[src/hw/rtl/fenp_pkg.sv]
`default_nettype none

package fenp_pkg;

  typedef struct packed {
    logic [7:0] char_in;
    logic       end_of_text;
  } fenp_in_t;

  typedef struct packed {
    logic        kind;
    logic [5:0]  square;
    logic [3:0]  piece_code;
    logic [3:0]  error_code;
    logic        white_moves;
    logic [3:0]  castle_rights;
    logic        passant_valid;
    logic [2:0]  passant_file;
    logic [2:0]  passant_rank;
    logic [15:0] halfmove_count;
    logic [15:0] fullmove_count;
    logic        run_last;
  } fenp_out_t;

  typedef struct packed {
    logic [3:0]  error_code;
    logic        white_moves;
    logic [3:0]  castle_rights;
    logic        passant_valid;
    logic [2:0]  passant_file;
    logic [2:0]  passant_rank;
    logic [15:0] halfmove_count;
    logic [15:0] fullmove_count;
  } fenp_rpt_t;

  typedef struct packed {
    logic [3:0] wr_cnt;
    logic [5:0] square;
    logic [3:0] piece;
    logic       rpt;
    fenp_rpt_t  rpt_data;
  } fenp_job_t;

  typedef enum logic [3:0] {
    ERR_NONE        = 4'd0,
    ERR_SHORT_RANK  = 4'd1,
    ERR_MANY_RANKS  = 4'd2,
    ERR_BAD_DIGIT   = 4'd3,
    ERR_RANK_OVF    = 4'd4,
    ERR_NOT_8_RANKS = 4'd5,
    ERR_FEW_FIELDS  = 4'd6,
    ERR_BAD_SIDE    = 4'd7,
    ERR_BAD_CASTLE  = 4'd8,
    ERR_EP_LENGTH   = 4'd9,
    ERR_EP_FILE     = 4'd10,
    ERR_EP_RANK     = 4'd11,
    ERR_BAD_NUMBER  = 4'd12
  } fenp_err_e;

  localparam logic [2:0] FIELD_BOARD    = 3'd0;
  localparam logic [2:0] FIELD_SIDE     = 3'd1;
  localparam logic [2:0] FIELD_CASTLE   = 3'd2;
  localparam logic [2:0] FIELD_PASSANT  = 3'd3;
  localparam logic [2:0] FIELD_HALFMOVE = 3'd4;
  localparam logic [2:0] FIELD_FULLMOVE = 3'd5;
  localparam logic [2:0] FIELD_EXTRA    = 3'd6;
  localparam logic [2:0] FIELD_SAT      = 3'd7;

  localparam logic [7:0] CH_SPACE = 8'h20;
  localparam logic [7:0] CH_TAB   = 8'h09;
  localparam logic [7:0] CH_CR    = 8'h0D;
  localparam logic [7:0] CH_SLASH = 8'h2F;
  localparam logic [7:0] CH_DASH  = 8'h2D;
  localparam logic [7:0] CH_0     = 8'h30;
  localparam logic [7:0] CH_1     = 8'h31;
  localparam logic [7:0] CH_8     = 8'h38;
  localparam logic [7:0] CH_9     = 8'h39;
  localparam logic [7:0] CH_A_LO  = 8'h61;
  localparam logic [7:0] CH_H_LO  = 8'h68;
  localparam logic [7:0] CH_W_LO  = 8'h77;
  localparam logic [7:0] CH_B_LO  = 8'h62;
  localparam logic [7:0] CH_K_UP  = 8'h4B;
  localparam logic [7:0] CH_Q_UP  = 8'h51;
  localparam logic [7:0] CH_K_LO  = 8'h6B;
  localparam logic [7:0] CH_Q_LO  = 8'h71;

  localparam logic [3:0] PIECE_EMPTY = 4'd0;

  function automatic logic [3:0] piece_of(input logic [7:0] c);
    logic [3:0] p;
    case (c)
      8'h50:   p = 4'd1;
      8'h4E:   p = 4'd2;
      8'h42:   p = 4'd3;
      8'h52:   p = 4'd4;
      8'h51:   p = 4'd5;
      8'h4B:   p = 4'd6;
      8'h70:   p = 4'd7;
      8'h6E:   p = 4'd8;
      8'h62:   p = 4'd9;
      8'h72:   p = 4'd10;
      8'h71:   p = 4'd11;
      8'h6B:   p = 4'd12;
      default: p = PIECE_EMPTY;
    endcase
    return p;
  endfunction

endpackage

`default_nettype wire

[src/hw/rtl/fenp_parse.sv]
`default_nettype none

module fenp_parse #(
  parameter int COUNTER_BITS = 16
) (
  input  wire logic                clk_i,
  input  wire logic                rst_ni,
  input  wire logic                accept_i,
  input  wire fenp_pkg::fenp_in_t  in_i,
  output logic                     job_valid_o,
  output fenp_pkg::fenp_job_t      job_o
);
  import fenp_pkg::*;

  localparam int CB = COUNTER_BITS;

  logic [2:0]    field_q, field_d;
  logic          in_space_q, in_space_d;
  logic [2:0]    rank_q, rank_d;
  logic [3:0]    file_q, file_d;
  logic [2:0]    tlen_q, tlen_d;
  fenp_err_e     err_q, err_d;
  logic          side_q, side_d;
  logic [3:0]    castle_q, castle_d;
  logic          cdash_q, cdash_d;
  logic [6:0]    ep_q, ep_d;
  logic [CB-1:0] half_q, half_d;
  logic [CB-1:0] full_q, full_d;
  logic [7:0]    epc0_q, epc0_d;
  logic [7:0]    epc1_q, epc1_d;
  logic          epdash_q, epdash_d;

  logic [7:0]    ch;
  logic          ws;
  logic          is_digit;
  logic [3:0]    dcnt;
  logic [4:0]    fsum;
  logic          num_ok;
  logic [CB+3:0] half_mac, full_mac;
  logic [CB-1:0] half_sat, full_sat;
  logic [31:0]   half_w, full_w;

  assign ch       = in_i.char_in;
  assign ws       = (ch == CH_SPACE) || (ch >= CH_TAB && ch <= CH_CR);
  assign is_digit = (ch >= CH_0) && (ch <= CH_9);
  assign dcnt     = ch[3:0];
  assign fsum     = 5'(file_q) + 5'(dcnt);
  assign num_ok   = is_digit;

  assign half_mac = ({4'b0, half_q} << 3) + ({4'b0, half_q} << 1) + (CB+4)'(dcnt);
  assign full_mac = ({4'b0, full_q} << 3) + ({4'b0, full_q} << 1) + (CB+4)'(dcnt);
  assign half_sat = (|half_mac[CB+3:CB]) ? {CB{1'b1}} : half_mac[CB-1:0];
  assign full_sat = (|full_mac[CB+3:CB]) ? {CB{1'b1}} : full_mac[CB-1:0];

  always_comb begin
    field_d   = field_q;
    in_space_d = in_space_q;
    rank_d    = rank_q;
    file_d    = file_q;
    tlen_d    = tlen_q;
    err_d     = err_q;
    side_d    = side_q;
    castle_d  = castle_q;
    cdash_d   = cdash_q;
    ep_d      = ep_q;
    half_d    = half_q;
    full_d    = full_q;
    epc0_d    = epc0_q;
    epc1_d    = epc1_q;
    epdash_d  = epdash_q;
    job_o     = '0;
    half_w    = '0;
    full_w    = '0;

    if (!ws) begin
      if (in_space_q) begin
        tlen_d = '0;
      end
      in_space_d = 1'b0;
      if (err_q == ERR_NONE && field_q < FIELD_EXTRA) begin
        case (field_q)
          FIELD_BOARD: begin
            if (ch == CH_SLASH) begin
              if (file_q != 4'd8) begin
                err_d = ERR_SHORT_RANK;
              end else if (rank_q == 3'd0) begin
                err_d = ERR_MANY_RANKS;
              end else begin
                rank_d = rank_q - 3'd1;
                file_d = '0;
              end
            end else if (is_digit) begin
              if (dcnt == 4'd0 || dcnt == 4'd9) begin
                err_d = ERR_BAD_DIGIT;
              end else if (fsum > 5'd8) begin
                err_d = ERR_RANK_OVF;
              end else begin
                job_o.wr_cnt = dcnt;
                job_o.square = {rank_q, file_q[2:0]};
                job_o.piece  = PIECE_EMPTY;
                file_d       = fsum[3:0];
              end
            end else begin
              if (file_q >= 4'd8) begin
                err_d = ERR_RANK_OVF;
              end else begin
                job_o.wr_cnt = 4'd1;
                job_o.square = {rank_q, file_q[2:0]};
                job_o.piece  = piece_of(ch);
                file_d       = file_q + 4'd1;
              end
            end
          end
          FIELD_SIDE: begin
            if (tlen_d != 3'd0) begin
              err_d = ERR_BAD_SIDE;
            end else if (ch == CH_W_LO) begin
              side_d = 1'b1;
            end else if (ch == CH_B_LO) begin
              side_d = 1'b0;
            end else begin
              err_d = ERR_BAD_SIDE;
            end
          end
          FIELD_CASTLE: begin
            if (cdash_q) begin
              err_d = ERR_BAD_CASTLE;
            end else if (ch == CH_DASH && tlen_d == 3'd0) begin
              cdash_d = 1'b1;
            end else if (ch == CH_K_UP) begin
              castle_d = castle_q | 4'b0001;
            end else if (ch == CH_Q_UP) begin
              castle_d = castle_q | 4'b0010;
            end else if (ch == CH_K_LO) begin
              castle_d = castle_q | 4'b0100;
            end else if (ch == CH_Q_LO) begin
              castle_d = castle_q | 4'b1000;
            end else begin
              err_d = ERR_BAD_CASTLE;
            end
          end
          FIELD_PASSANT: begin
            if (tlen_d == 3'd0) begin
              epc0_d   = ch;
              epdash_d = (ch == CH_DASH);
            end else if (tlen_d == 3'd1) begin
              epc1_d = ch;
            end
          end
          FIELD_HALFMOVE: begin
            if (num_ok) begin
              half_d = half_sat;
            end else begin
              err_d = ERR_BAD_NUMBER;
            end
          end
          FIELD_FULLMOVE: begin
            if (num_ok) begin
              full_d = full_sat;
            end else begin
              err_d = ERR_BAD_NUMBER;
            end
          end
          default: begin
          end
        endcase
      end
      if (tlen_d < 3'd7) begin
        tlen_d = tlen_d + 3'd1;
      end
    end

    // close the token on a separator or on the final character
    if ((ws && !in_space_q) || (!ws && in_i.end_of_text)) begin
      if (err_d == ERR_NONE) begin
        if (field_d == FIELD_BOARD) begin
          if (rank_d != 3'd0 || file_d != 4'd8) begin
            err_d = ERR_NOT_8_RANKS;
          end
        end else if (field_d == FIELD_PASSANT) begin
          if (tlen_d == 3'd1 && epdash_d) begin
            ep_d = '0;
          end else if (tlen_d != 3'd2) begin
            err_d = ERR_EP_LENGTH;
          end else if (epc0_d < CH_A_LO || epc0_d > CH_H_LO) begin
            err_d = ERR_EP_FILE;
          end else if (epc1_d < CH_1 || epc1_d > CH_8) begin
            err_d = ERR_EP_RANK;
          end else begin
            ep_d = {1'b1, 3'(epc0_d - CH_A_LO), 3'(epc1_d - CH_1)};
          end
        end
      end
      if (field_d < FIELD_SAT) begin
        field_d = field_d + 3'd1;
      end
      in_space_d = 1'b1;
    end

    if (in_i.end_of_text) begin
      half_w = 32'(half_d);
      full_w = 32'(full_d);
      job_o.rpt = 1'b1;
      job_o.rpt_data.error_code     = (field_d < FIELD_EXTRA) ? ERR_FEW_FIELDS : err_d;
      job_o.rpt_data.white_moves    = side_d;
      job_o.rpt_data.castle_rights  = castle_d;
      job_o.rpt_data.passant_valid  = ep_d[6];
      job_o.rpt_data.passant_file   = ep_d[5:3];
      job_o.rpt_data.passant_rank   = ep_d[2:0];
      job_o.rpt_data.halfmove_count = half_w[15:0];
      job_o.rpt_data.fullmove_count = full_w[15:0];
      field_d    = FIELD_BOARD;
      in_space_d = 1'b1;
      rank_d     = 3'd7;
      file_d     = '0;
      tlen_d     = '0;
      err_d      = ERR_NONE;
      side_d     = 1'b1;
      castle_d   = '0;
      cdash_d    = 1'b0;
      ep_d       = '0;
      half_d     = '0;
      full_d     = '0;
      epc0_d     = '0;
      epc1_d     = '0;
      epdash_d   = 1'b0;
    end
  end

  assign job_valid_o = (job_o.wr_cnt != 4'd0) || job_o.rpt;

  always_ff @(posedge clk_i or negedge rst_ni) begin
    if (!rst_ni) begin
      field_q    <= FIELD_BOARD;
      in_space_q <= 1'b1;
      rank_q     <= 3'd7;
      file_q     <= '0;
      tlen_q     <= '0;
      err_q      <= ERR_NONE;
      side_q     <= 1'b1;
      castle_q   <= '0;
      cdash_q    <= 1'b0;
      ep_q       <= '0;
      half_q     <= '0;
      full_q     <= '0;
      epc0_q     <= '0;
      epc1_q     <= '0;
      epdash_q   <= 1'b0;
    end else if (accept_i) begin
      field_q    <= field_d;
      in_space_q <= in_space_d;
      rank_q     <= rank_d;
      file_q     <= file_d;
      tlen_q     <= tlen_d;
      err_q      <= err_d;
      side_q     <= side_d;
      castle_q   <= castle_d;
      cdash_q    <= cdash_d;
      ep_q       <= ep_d;
      half_q     <= half_d;
      full_q     <= full_d;
      epc0_q     <= epc0_d;
      epc1_q     <= epc1_d;
      epdash_q   <= epdash_d;
    end
  end

`ifndef SYNTHESIS
  a_file_range: assert property (@(posedge clk_i) disable iff (!rst_ni)
    file_q <= 4'd8)
    else $error("file position past the end of the rank");

  a_err_sticky: assert property (@(posedge clk_i) disable iff (!rst_ni)
    accept_i && err_q != ERR_NONE && !in_i.end_of_text |=> err_q == $past(err_q))
    else $error("first error overwritten");

  a_write_bounds: assert property (@(posedge clk_i) disable iff (!rst_ni)
    accept_i && job_o.wr_cnt != 4'd0 |-> 5'(job_o.square[2:0]) + 5'(job_o.wr_cnt) <= 5'd8)
    else $error("square writes cross a rank boundary");
`endif

endmodule

`default_nettype wire

[src/hw/rtl/fen_position_parser_core.sv]
// A character's results pass the pending job register and then the output register.
// Throughput: one character per cycle while each character yields at most one result
// with no output stall; a character with more results holds the single result emitter
// until its last result is emitted (up to 9 results). The output register takes the
// next result in the cycle the current one is taken. Reset: rst_ni low clears the
// parse state to the start of a new string and drops all pending results.
`default_nettype none

module fen_position_parser_core #(
  parameter int COUNTER_BITS = 16
) (
  input  wire logic                clk_i,
  input  wire logic                rst_ni,
  input  wire logic                in_valid_i,
  output logic                     in_ready_o,
  input  wire fenp_pkg::fenp_in_t  in_data_i,
  output logic                     out_valid_o,
  input  wire logic                out_ready_i,
  output fenp_pkg::fenp_out_t      out_data_o
);
  import fenp_pkg::*;

  logic      accept;
  logic      new_valid;
  fenp_job_t new_job;

  logic      job_valid_q, job_valid_d;
  fenp_job_t job_q, job_d;
  logic      out_valid_q, out_valid_d;
  fenp_out_t out_q, out_d;

  logic      out_free;
  logic      emit;
  logic      job_last;

  fenp_parse #(
    .COUNTER_BITS(COUNTER_BITS)
  ) u_parse (
    .clk_i      (clk_i),
    .rst_ni     (rst_ni),
    .accept_i   (accept),
    .in_i       (in_data_i),
    .job_valid_o(new_valid),
    .job_o      (new_job)
  );

  assign out_free   = !out_valid_q || out_ready_i;
  assign emit       = job_valid_q && out_free;
  assign job_last   = emit && ((job_q.wr_cnt == 4'd1 && !job_q.rpt) || job_q.wr_cnt == 4'd0);
  assign in_ready_o = !job_valid_q || job_last;
  assign accept     = in_valid_i && in_ready_o;

  always_comb begin
    job_valid_d = job_valid_q;
    job_d       = job_q;
    out_valid_d = out_valid_q;
    out_d       = out_q;

    if (emit) begin
      out_valid_d = 1'b1;
      out_d       = '0;
      if (job_q.wr_cnt != 4'd0) begin
        out_d.square     = job_q.square;
        out_d.piece_code = job_q.piece;
        out_d.run_last   = (job_q.wr_cnt == 4'd1) && !job_q.rpt;
        job_d.wr_cnt     = job_q.wr_cnt - 4'd1;
        job_d.square     = job_q.square + 6'd1;
      end else begin
        out_d.kind           = 1'b1;
        out_d.error_code     = job_q.rpt_data.error_code;
        out_d.white_moves    = job_q.rpt_data.white_moves;
        out_d.castle_rights  = job_q.rpt_data.castle_rights;
        out_d.passant_valid  = job_q.rpt_data.passant_valid;
        out_d.passant_file   = job_q.rpt_data.passant_file;
        out_d.passant_rank   = job_q.rpt_data.passant_rank;
        out_d.halfmove_count = job_q.rpt_data.halfmove_count;
        out_d.fullmove_count = job_q.rpt_data.fullmove_count;
        out_d.run_last       = 1'b1;
      end
    end else if (out_ready_i) begin
      out_valid_d = 1'b0;
    end

    if (accept) begin
      job_valid_d = new_valid;
      job_d       = new_job;
    end else if (job_last) begin
      job_valid_d = 1'b0;
    end
  end

  always_ff @(posedge clk_i or negedge rst_ni) begin
    if (!rst_ni) begin
      job_valid_q <= 1'b0;
      out_valid_q <= 1'b0;
    end else begin
      job_valid_q <= job_valid_d;
      out_valid_q <= out_valid_d;
    end
  end

  always_ff @(posedge clk_i) begin
    job_q <= job_d;
    out_q <= out_d;
  end

  assign out_valid_o = out_valid_q;
  assign out_data_o  = out_q;

`ifndef SYNTHESIS
  a_job_nonempty: assert property (@(posedge clk_i) disable iff (!rst_ni)
    job_valid_q && job_q.wr_cnt == 4'd0 |-> job_q.rpt)
    else $error("pending job with nothing to emit");

  a_job_count: assert property (@(posedge clk_i) disable iff (!rst_ni)
    job_valid_q |-> job_q.wr_cnt <= 4'd8)
    else $error("pending write count out of range");

  a_accept_on_drain: assert property (@(posedge clk_i) disable iff (!rst_ni)
    accept && job_valid_q |-> job_last)
    else $error("new character taken over a pending job");

  a_report_last: assert property (@(posedge clk_i) disable iff (!rst_ni)
    out_valid_o && out_data_o.kind |-> out_data_o.run_last)
    else $error("report is not the last result of its character");
`endif

endmodule

`default_nettype wire
[config.mk]
export PLATFORM = sky130hd
export DESIGN_NAME = fen_position_parser_core
export DESIGN_NICKNAME = d
export VERILOG_FILES = /design/src/hw/rtl/fenp_pkg.sv /design/src/hw/rtl/fenp_parse.sv /design/src/hw/rtl/fen_position_parser_core.sv
export SDC_FILE = /design/constraint.sdc
export NUM_CORES = 1
export LEC_CHECK = 0
export ABC_CLOCK_PERIOD_IN_PS = 3900
export BUFFER_PORTS_ARGS = -buffer_cell sky130_fd_sc_hd__buf_2
export CAP_MARGIN = 5
export CORE_ASPECT_RATIO = 0.8
export CORE_MARGIN = 5
export CORE_UTILIZATION = 45
export CTS_CLUSTER_DIAMETER = 120
export CTS_CLUSTER_SIZE = 8
export DETAILED_ROUTE_END_ITERATION = 10
export PLACE_DENSITY = 0.62
export SLEW_MARGIN = 20
export SYNTH_ARGS = -nofsm -noshare
export SYNTH_HDL_FRONTEND = slang
export SYNTH_HIERARCHICAL = 1
export SYNTH_SLANG_ARGS = --single-unit
[constraint.sdc]
create_clock -name clk_i -period 3.9 [get_ports clk_i]
set_clock_uncertainty 0.15 [all_clocks]
set_input_delay 0.195 -clock clk_i [delete_from_list [all_inputs] [get_ports clk_i]]
set_output_delay 0.195 -clock clk_i [all_outputs]
set_load 0.03 [all_outputs]
---- Word-level counts from Yosys, hierarchy flattened ----
Cells that the tools add are included.
operators by class
  reductions and logical operators ........ 51
  $lt $le $gt $ge ......................... 14
  add/subtract/negate cells ............... 13
  equal/unequal tests ..................... 30
  mux-type cells .......................... 138
  bitwise operators ....................... 3
operator list
  kind                                            number
  two-way mux 4 bit                               51
  two-way mux 16 bit                              12
  == test 8 x 7 -> 1 bit (second input constant)  13
  two-way mux 14 bit                              7
  two-way mux 8 bit                               11
  two-way mux 63 bit                              1
  two-way mux 7 bit                               9
  two-way mux 49 bit                              1
  one-hot mux 4 bit (12 select lines)             1
  two-way mux 3 bit                               15
  adder 19 x 17 -> 20 bit                         2
  adder 20 x 4 -> 20 bit                          2
  two-way mux 1 bit                               26
  == test 8 x 6 -> 1 bit (second input constant)  3
  two-way mux 10 bit                              2
  logical NOT 4 bit                               4
  one-hot mux 4 bit (4 select lines)              1
  < comparator 3 bit (second input constant)      4
  nonzero test 2 bit                              6
  OR reduction 4 bit                              3
  logical AND 1 bit                               11
  two-way mux 11 bit                              1
  logical OR 1 bit                                10
  == test 3 x 1 -> 1 bit (second input constant)  3
  other kinds (32)                                50
word-level totals
  flip-flop bits (word level) ............. 205
  input bits .............................. 13
  output and inout port bits .............. 62

---- Longest topological paths before layout ----
  depth after elaboration ................. 24
  depth in mapped cells ................... 17
  gate-level depth less buffers ........... 16

---- Modules after synthesis ----
The synthesis kept the hierarchy.
modules (own cells, without submodules)
  module                    instances  cells each  area each (µm²)
  fenp_parse                1          894         7738.7
  fen_position_parser_core  1          238         4524.3

---- Least setup slack after synthesis ----
No wires, ideal clock.
  kind .................................... reg-to-reg
  start ................................... register u_parse.field_q[2]
  end ..................................... register job_q[32] in the netlist's numbering (data pin)
  required time ........................... 3.494 ns
  cell stages (with the launch flop) ...... 18
  arrival time ............................ 3.561 ns
  setup slack ............................. -0.067 ns
  path through ............................ dfrtp_1 clkbuf_1 inv_1 ha_1 inv_1 nor4_2 nand4b_1 nor2_1 a21oi_1 ha_1 nor2b_1 o21ai_0 nand4_1 mux2_2 a211oi_2 o2111ai_1 and2_1 a22o_1
on the way
  cells in the longest elaborated chain, start to end .. 14
ends and longest elaborated chain
  item                                                                                   RTL line                                               text
  start, declared                                                                        fenp_parse.sv:17                                       logic [2:0] field_q, field_d;
  start signal, assigned                                                                 fenp_parse.sv:250                                      field_q <= field_d;
  < comparator 3 bit or == test 3 x 2 -> 1 bit (tied branches)                           fenp_parse.sv:80, fenp_parse.sv:81, fenp_parse.sv:180
  logical AND 1 bit or two-way mux 8 bit (tied branches)                                 fenp_parse.sv:80, fenp_parse.sv:81
  two-way mux 8 bit                                                                      fenp_parse.sv:80                                       if (err_q == ERR_NONE && field_q < FIELD_EXTRA) begin
  two-way mux 8 bit                                                                      fenp_parse.sv:75                                       if (!ws) begin
  < comparator 8 x 6 -> 1 bit or greater-than comparator 8 x 6 -> 1 bit (tied branches)  fenp_parse.sv:187                                      end else if (epc1_d < CH_1 || epc1_d > CH_8) begin
  logical OR 1 bit                                                                       fenp_parse.sv:187
  two-way mux 7 bit                                                                      fenp_parse.sv:187
  two-way mux 7 bit                                                                      fenp_parse.sv:185                                      end else if (epc0_d < CH_A_LO || epc0_d > CH_H_LO) begin
  two-way mux 7 bit                                                                      fenp_parse.sv:183                                      end else if (tlen_d != 3'd2) begin
  two-way mux 7 bit                                                                      fenp_parse.sv:181                                      if (tlen_d == 3'd1 && epdash_d) begin
  two-way mux 7 bit                                                                      fenp_parse.sv:180                                      end else if (field_d == FIELD_PASSANT) begin
  two-way mux 7 bit                                                                      fenp_parse.sv:176                                      if (field_d == FIELD_BOARD) begin
  two-way mux 7 bit (*)                                                                  fenp_parse.sv:175                                      if (err_d == ERR_NONE) begin
  two-way mux 7 bit (*)                                                                  fenp_parse.sv:174                                      if ((ws && !in_space_q) || (!ws && in_i.end_of_text)) begin
  end signal, assigned                                                                   fen_position_parser_core.sv:103                        job_q <= job_d;
  end, declared                                                                          fen_position_parser_core.sv:28                         fenp_job_t job_q, job_d;
Every way passes the cells marked *; elsewhere a longest branch is shown, timed or not.
A chain may end at the register's enable or synchronous reset.

---- Final worst setup path ----
  start ................................... register u_parse.half_q[0]
  end ..................................... register job_q[28] in the netlist's numbering (data pin)
on the way
  cells in the longest elaborated chain, start to end .. 8
ends and longest elaborated chain
  item                         RTL line           text
  start, declared              fenp_parse.sv:27   logic [CB-1:0] half_q, half_d;
  start signal, assigned       fenp_parse.sv:260  half_q <= half_d;
  adder 19 x 17 -> 20 bit (*)  fenp_parse.sv:50   assign half_mac = ({4'b0, half_q} << 3) + ({4'b0, half_q} << 1) + (CB+4)'(dcnt);
  adder 20 x 4 -> 20 bit (*)   fenp_parse.sv:50
  OR reduction 4 bit           fenp_parse.sv:52   assign half_sat = (|half_mac[CB+3:CB]) ? {CB{1'b1}} : half_mac[CB-1:0];
  two-way mux 16 bit (*)       fenp_parse.sv:52
  two-way mux 16 bit (*)       fenp_parse.sv:151  if (num_ok) begin
  two-way mux 16 bit (*)       fenp_parse.sv:81   case (field_q)
  two-way mux 16 bit (*)       fenp_parse.sv:80
  two-way mux 16 bit (*)       fenp_parse.sv:75
Marked as above.

==> results.sh <==
export IMPL_fin_nets=1376
export IMPL_instances_no_fill=1656
export IMPL_antenna_found_initial=1
export IMPL_p_comb_share_pct=34.1
export IMPL_wirelength_um=32300
export IMPL_cts_root_buf="clkbuf_16"
export IMPL_ys_warn_count=6
export IMPL_rr_endpoint="job_q[28]"
export IMPL_rsz0062_at_grt="true"
export IMPL_area_growth_pct=19.8
export IMPL_p_total_mw=8.57
export IMPL_finalSetupViolCount=0
export IMPL_critPathArrivalTime_ns=3.97
export IMPL_grt_first_pass_wirelength_um=51400
export IMPL_syn_inst=1132
export IMPL_ys_seq_elements=205
export IMPL_end_kind="register"
export IMPL_core_region_area_um2=27100
export IMPL_synthArstFlopShare_pct=40.0
export IMPL_firstDrtPassIters=5
export IMPL_slowest_stage="fa_1"
export IMPL_synth_flop_cell="edfxtp_1"
export IMPL_cts_sinks=205
export IMPL_hold_path_class="input port to register"
export IMPL_wire_per_inst_um=19.5
export IMPL_die_area_um2=30700
export IMPL_port_buffers=74
export IMPL_die_w_um=195
export IMPL_critical_path_max_stage_delay_ns=0.51
export IMPL_final_area_um2=14700
export IMPL_status="completed"
export IMPL_clkPwrFrac_pct=26.8
export IMPL_cts_clk_slew_worst_paths_ns=0.06
export IMPL_reg2reg_depth=11
export IMPL_clock_tree_buffer_depth=3
export IMPL_pre_cts_slack_ns=-0.0686
export IMPL_grt_pass1_vias=9156
export IMPL_final_layout_size_suffix_gt1_share_pct=23.8
export IMPL_finalWorstSetupSlack_ns=0.0659
export IMPL_track_usage_pct=20.5
export IMPL_cp_cell_sequence="fa_1 > fa_2 > a21o_1 > a311o_1 > o31a_1 > a22oi_2 > and3_1 > a211oi_2 > or3_4 > buf_6 > o221a_2"
export IMPL_synth_edf_count=123
export IMPL_io_pins=75
export IMPL_start_kind="register"
export IMPL_die_h_um=158
export IMPL_htreeDepth=1
export IMPL_yosys_cell_types_count=94
export IMPL_drv_cap=0
export IMPL_post_route_util_pct=54.2
export IMPL_synth_avg_cell_area_um2=10.8
export IMPL_drt_iter0_drc=989
export IMPL_p_leak_nw=6.38
export IMPL_switchingPower_mw=3.15
export IMPL_holdPathStages=4
export IMPL_n_antenna_cell=0
export IMPL_crit_type="register to register"
export IMPL_min_delay_worst_endpoint="u_parse/full_q[1]"
export IMPL_drc=0
export IMPL_avgViaCountPerCell=5.95
export IMPL_grt_max_degree=58
export IMPL_seqPwrFrac_pct=39.0
export IMPL_sw_frac_of_total_pct=36.8
export IMPL_crit_fanout=8
export IMPL_r2r_slack_ns=0.07
export IMPL_grt_overflow_total=0
export IMPL_seq_area_frac_synth_pct=46.9
export IMPL_routabilityCongestion=0.923
export IMPL_syn_cell_area_um2=12300
export IMPL_dpl_hpwl_um=23400
export IMPL_dp_cells=1582
export IMPL_fmax_ghz=0.261
export IMPL_required_ns=4.03
export IMPL_vias=9859
export IMPL_start_util_pct=45.3
export IMPL_r2r_start="u_parse/half_q[0]"
export IMPL_slew_headroom_pct=41.5
export IMPL_syn_num_nets=1237
export IMPL_worstMarginPinSlew_ns=0.871
export IMPL_fin_crit_sh_pct=98.3
export IMPL_clk_latency_ns=0.55
export IMPL_drtAntennaViolNets=0
export IMPL_cts_tree="done"
export IMPL_numCtsBuffers=29
export IMPL_powerDensity_nw_per_um2=583
export IMPL_min_from="in_data_i[2]"
export IMPL_final_hold_violation_count=0
export IMPL_ir_drop_v=0.000415
export IMPL_drv_slew=0
export IMPL_period_needed_ns=3.83
export IMPL_p_int_mw=5.41
export IMPL_placed_cell_area_um2=13500
export IMPL_rows=54
## registers in the layout, summed over array words and instances, names as in the netlist
signal,cells
out_data_o,60
u_parse/epdash_q,1
u_parse/field_q,3
out_valid_o,1
u_parse/in_space_q,1
job_valid_q,1
u_parse/cdash_q,1
u_parse/tlen_q,3
u_parse/side_q,1
u_parse/castle_q,4
u_parse/ep_q,7
u_parse/full_q,16
u_parse/epc1_q,8
u_parse/rank_q,3
u_parse/err_q,4
job_q,63
u_parse/file_q,4
u_parse/epc0_q,8
u_parse/half_q,16
## area by class of cell
type / instances / area (um2)
Clock inverter: 2 / 25.0
Multi-Input combinational cell: 826 / 6340
Clock buffer: 50 / 805
Inverter: 36 / 135
Fill cell: 2388 / 12400
Tap cell: 364 / 455
Sequential cell: 205 / 5750
Timing Repair Buffer: 173 / 1180
## worst max path at each step
| stage | startpoint | end | slack (ns) |
|---|---|---|---|
| after detailed placement | in_data_i[4] | u_parse/ep_q[1] | -0.07 |
| after CTS | u_parse/half_q[2] | job_q[28] | 0.003 |
| final | u_parse/half_q[0] | job_q[28] | 0.07 |
| after global placement | in_data_i[4] | job_q[29] | 0.01 |
| after global routing | u_parse/half_q[0] | job_q[29] | -0.07 |
| after floorplan | u_parse/half_q[0] | job_q[22] | 0.0009 |
## cell usage in the layout (no fill, tap or decap), types with 34 or more instances in the layout
| cell type | netlist | routed |
|---|---|---|
| o21ai_0 | 53 | 52 |
| buf_2 | 5 | 73 |
| o221a_2 | 36 | 34 |
| inv_1 | 35 | 35 |
| nand2_1 | 55 | 53 |
| buf_4 | 1 | 86 |
| dfrtp_1 | 77 | 76 |
| edfxtp_1 | 123 | 123 |
| a21oi_1 | 59 | 56 |
| and3_1 | 64 | 63 |
| a31oi_1 | 36 | 36 |
| nor2_1 | 76 | 76 |
| ha_1 | 87 | 83 |
## metal layers
layer | vias to the layer above | global-route usage, % | wire length (um)
met5 | - | 0 | 0
met2 | 364 | 27.9 | 12800
met3 | 30 | 3.70 | 2430
li1 | 4654 | - | -
met4 | 0 | 3.18 | 418
met1 | 4811 | 34.1 | 16600
## worst max-delay path: cells and delay by family (launching register included)
family / cells / cell delay (ns)
AOI/OAI and AO/OA: 6 / 1.37
adders and majority gates: 2 / 0.88
and+or+nand+nor: 2 / 0.63
DFF: 1 / 0.41
buffers and inverters: 1 / 0.15
## synth_stat cells (all sizes together), types with 23 or more instances
library cell,count,area share [%]
edfxtp,123,30
ha,87,8.9
dfrtp,77,16
nor2,77,2.4
and3,64,3.3
a21oi,60,2.5
clkbuf,55,1.7
nand2,55,1.7
o21ai,54,2.2
o221a,37,3.4
a31oi,36,1.8
inv,35,1.1
o2bb2ai,31,2.3
nor2b,23,1.2
## stage by stage
stage,hold slack (ns),TNS (ns)
5_1_grt,0.115,-1.86
6_report,0.0911,0
3_3_place_gp,0.170,0
2_1_floorplan,-0.251,0
4_1_cts,0.0688,0
3_5_place_dp,0.170,-1.28
## what timing repair did
action,in CTS,in global routing
pin swaps,5,24
setup endpoints to repair,14,64
cloned,0,2
hold buffers,7,0
resized for setup,1,51
buffers inserted,4,9
endpoints found under the hold margin,62,0
## logic make-up after synthesis
logic type               Yosys count  synth area share, %
flip-flops                       205                 46.9
AO/OA/AOI/OAI                    340                 20.5
buffers and inverters            101                 3.30
AND/OR/NAND/NOR                  341                 15.4
multiplexers                      19                 1.80
adder cells (fa/ha/maj)           92                 9.69
XOR/XNOR                          34                 2.43
## power groups by stage
| stage | logic, mW | clock network (mW) | registers, mW |
|---|---|---|---|
| final | 2.92 | 2.30 | 3.34 |
| after global routing | 3.17 | 2.45 | 3.40 |
| after CTS | 2.86 | 2.35 | 3.34 |
| after detailed placement | 2.83 | 0 | 3.37 |
| after global placement | 2.80 | 0 | 3.35 |
| after floorplan | 1.53 | 0 | 3.78 |
No activity file was read; power rests on OpenSTA's default activity.
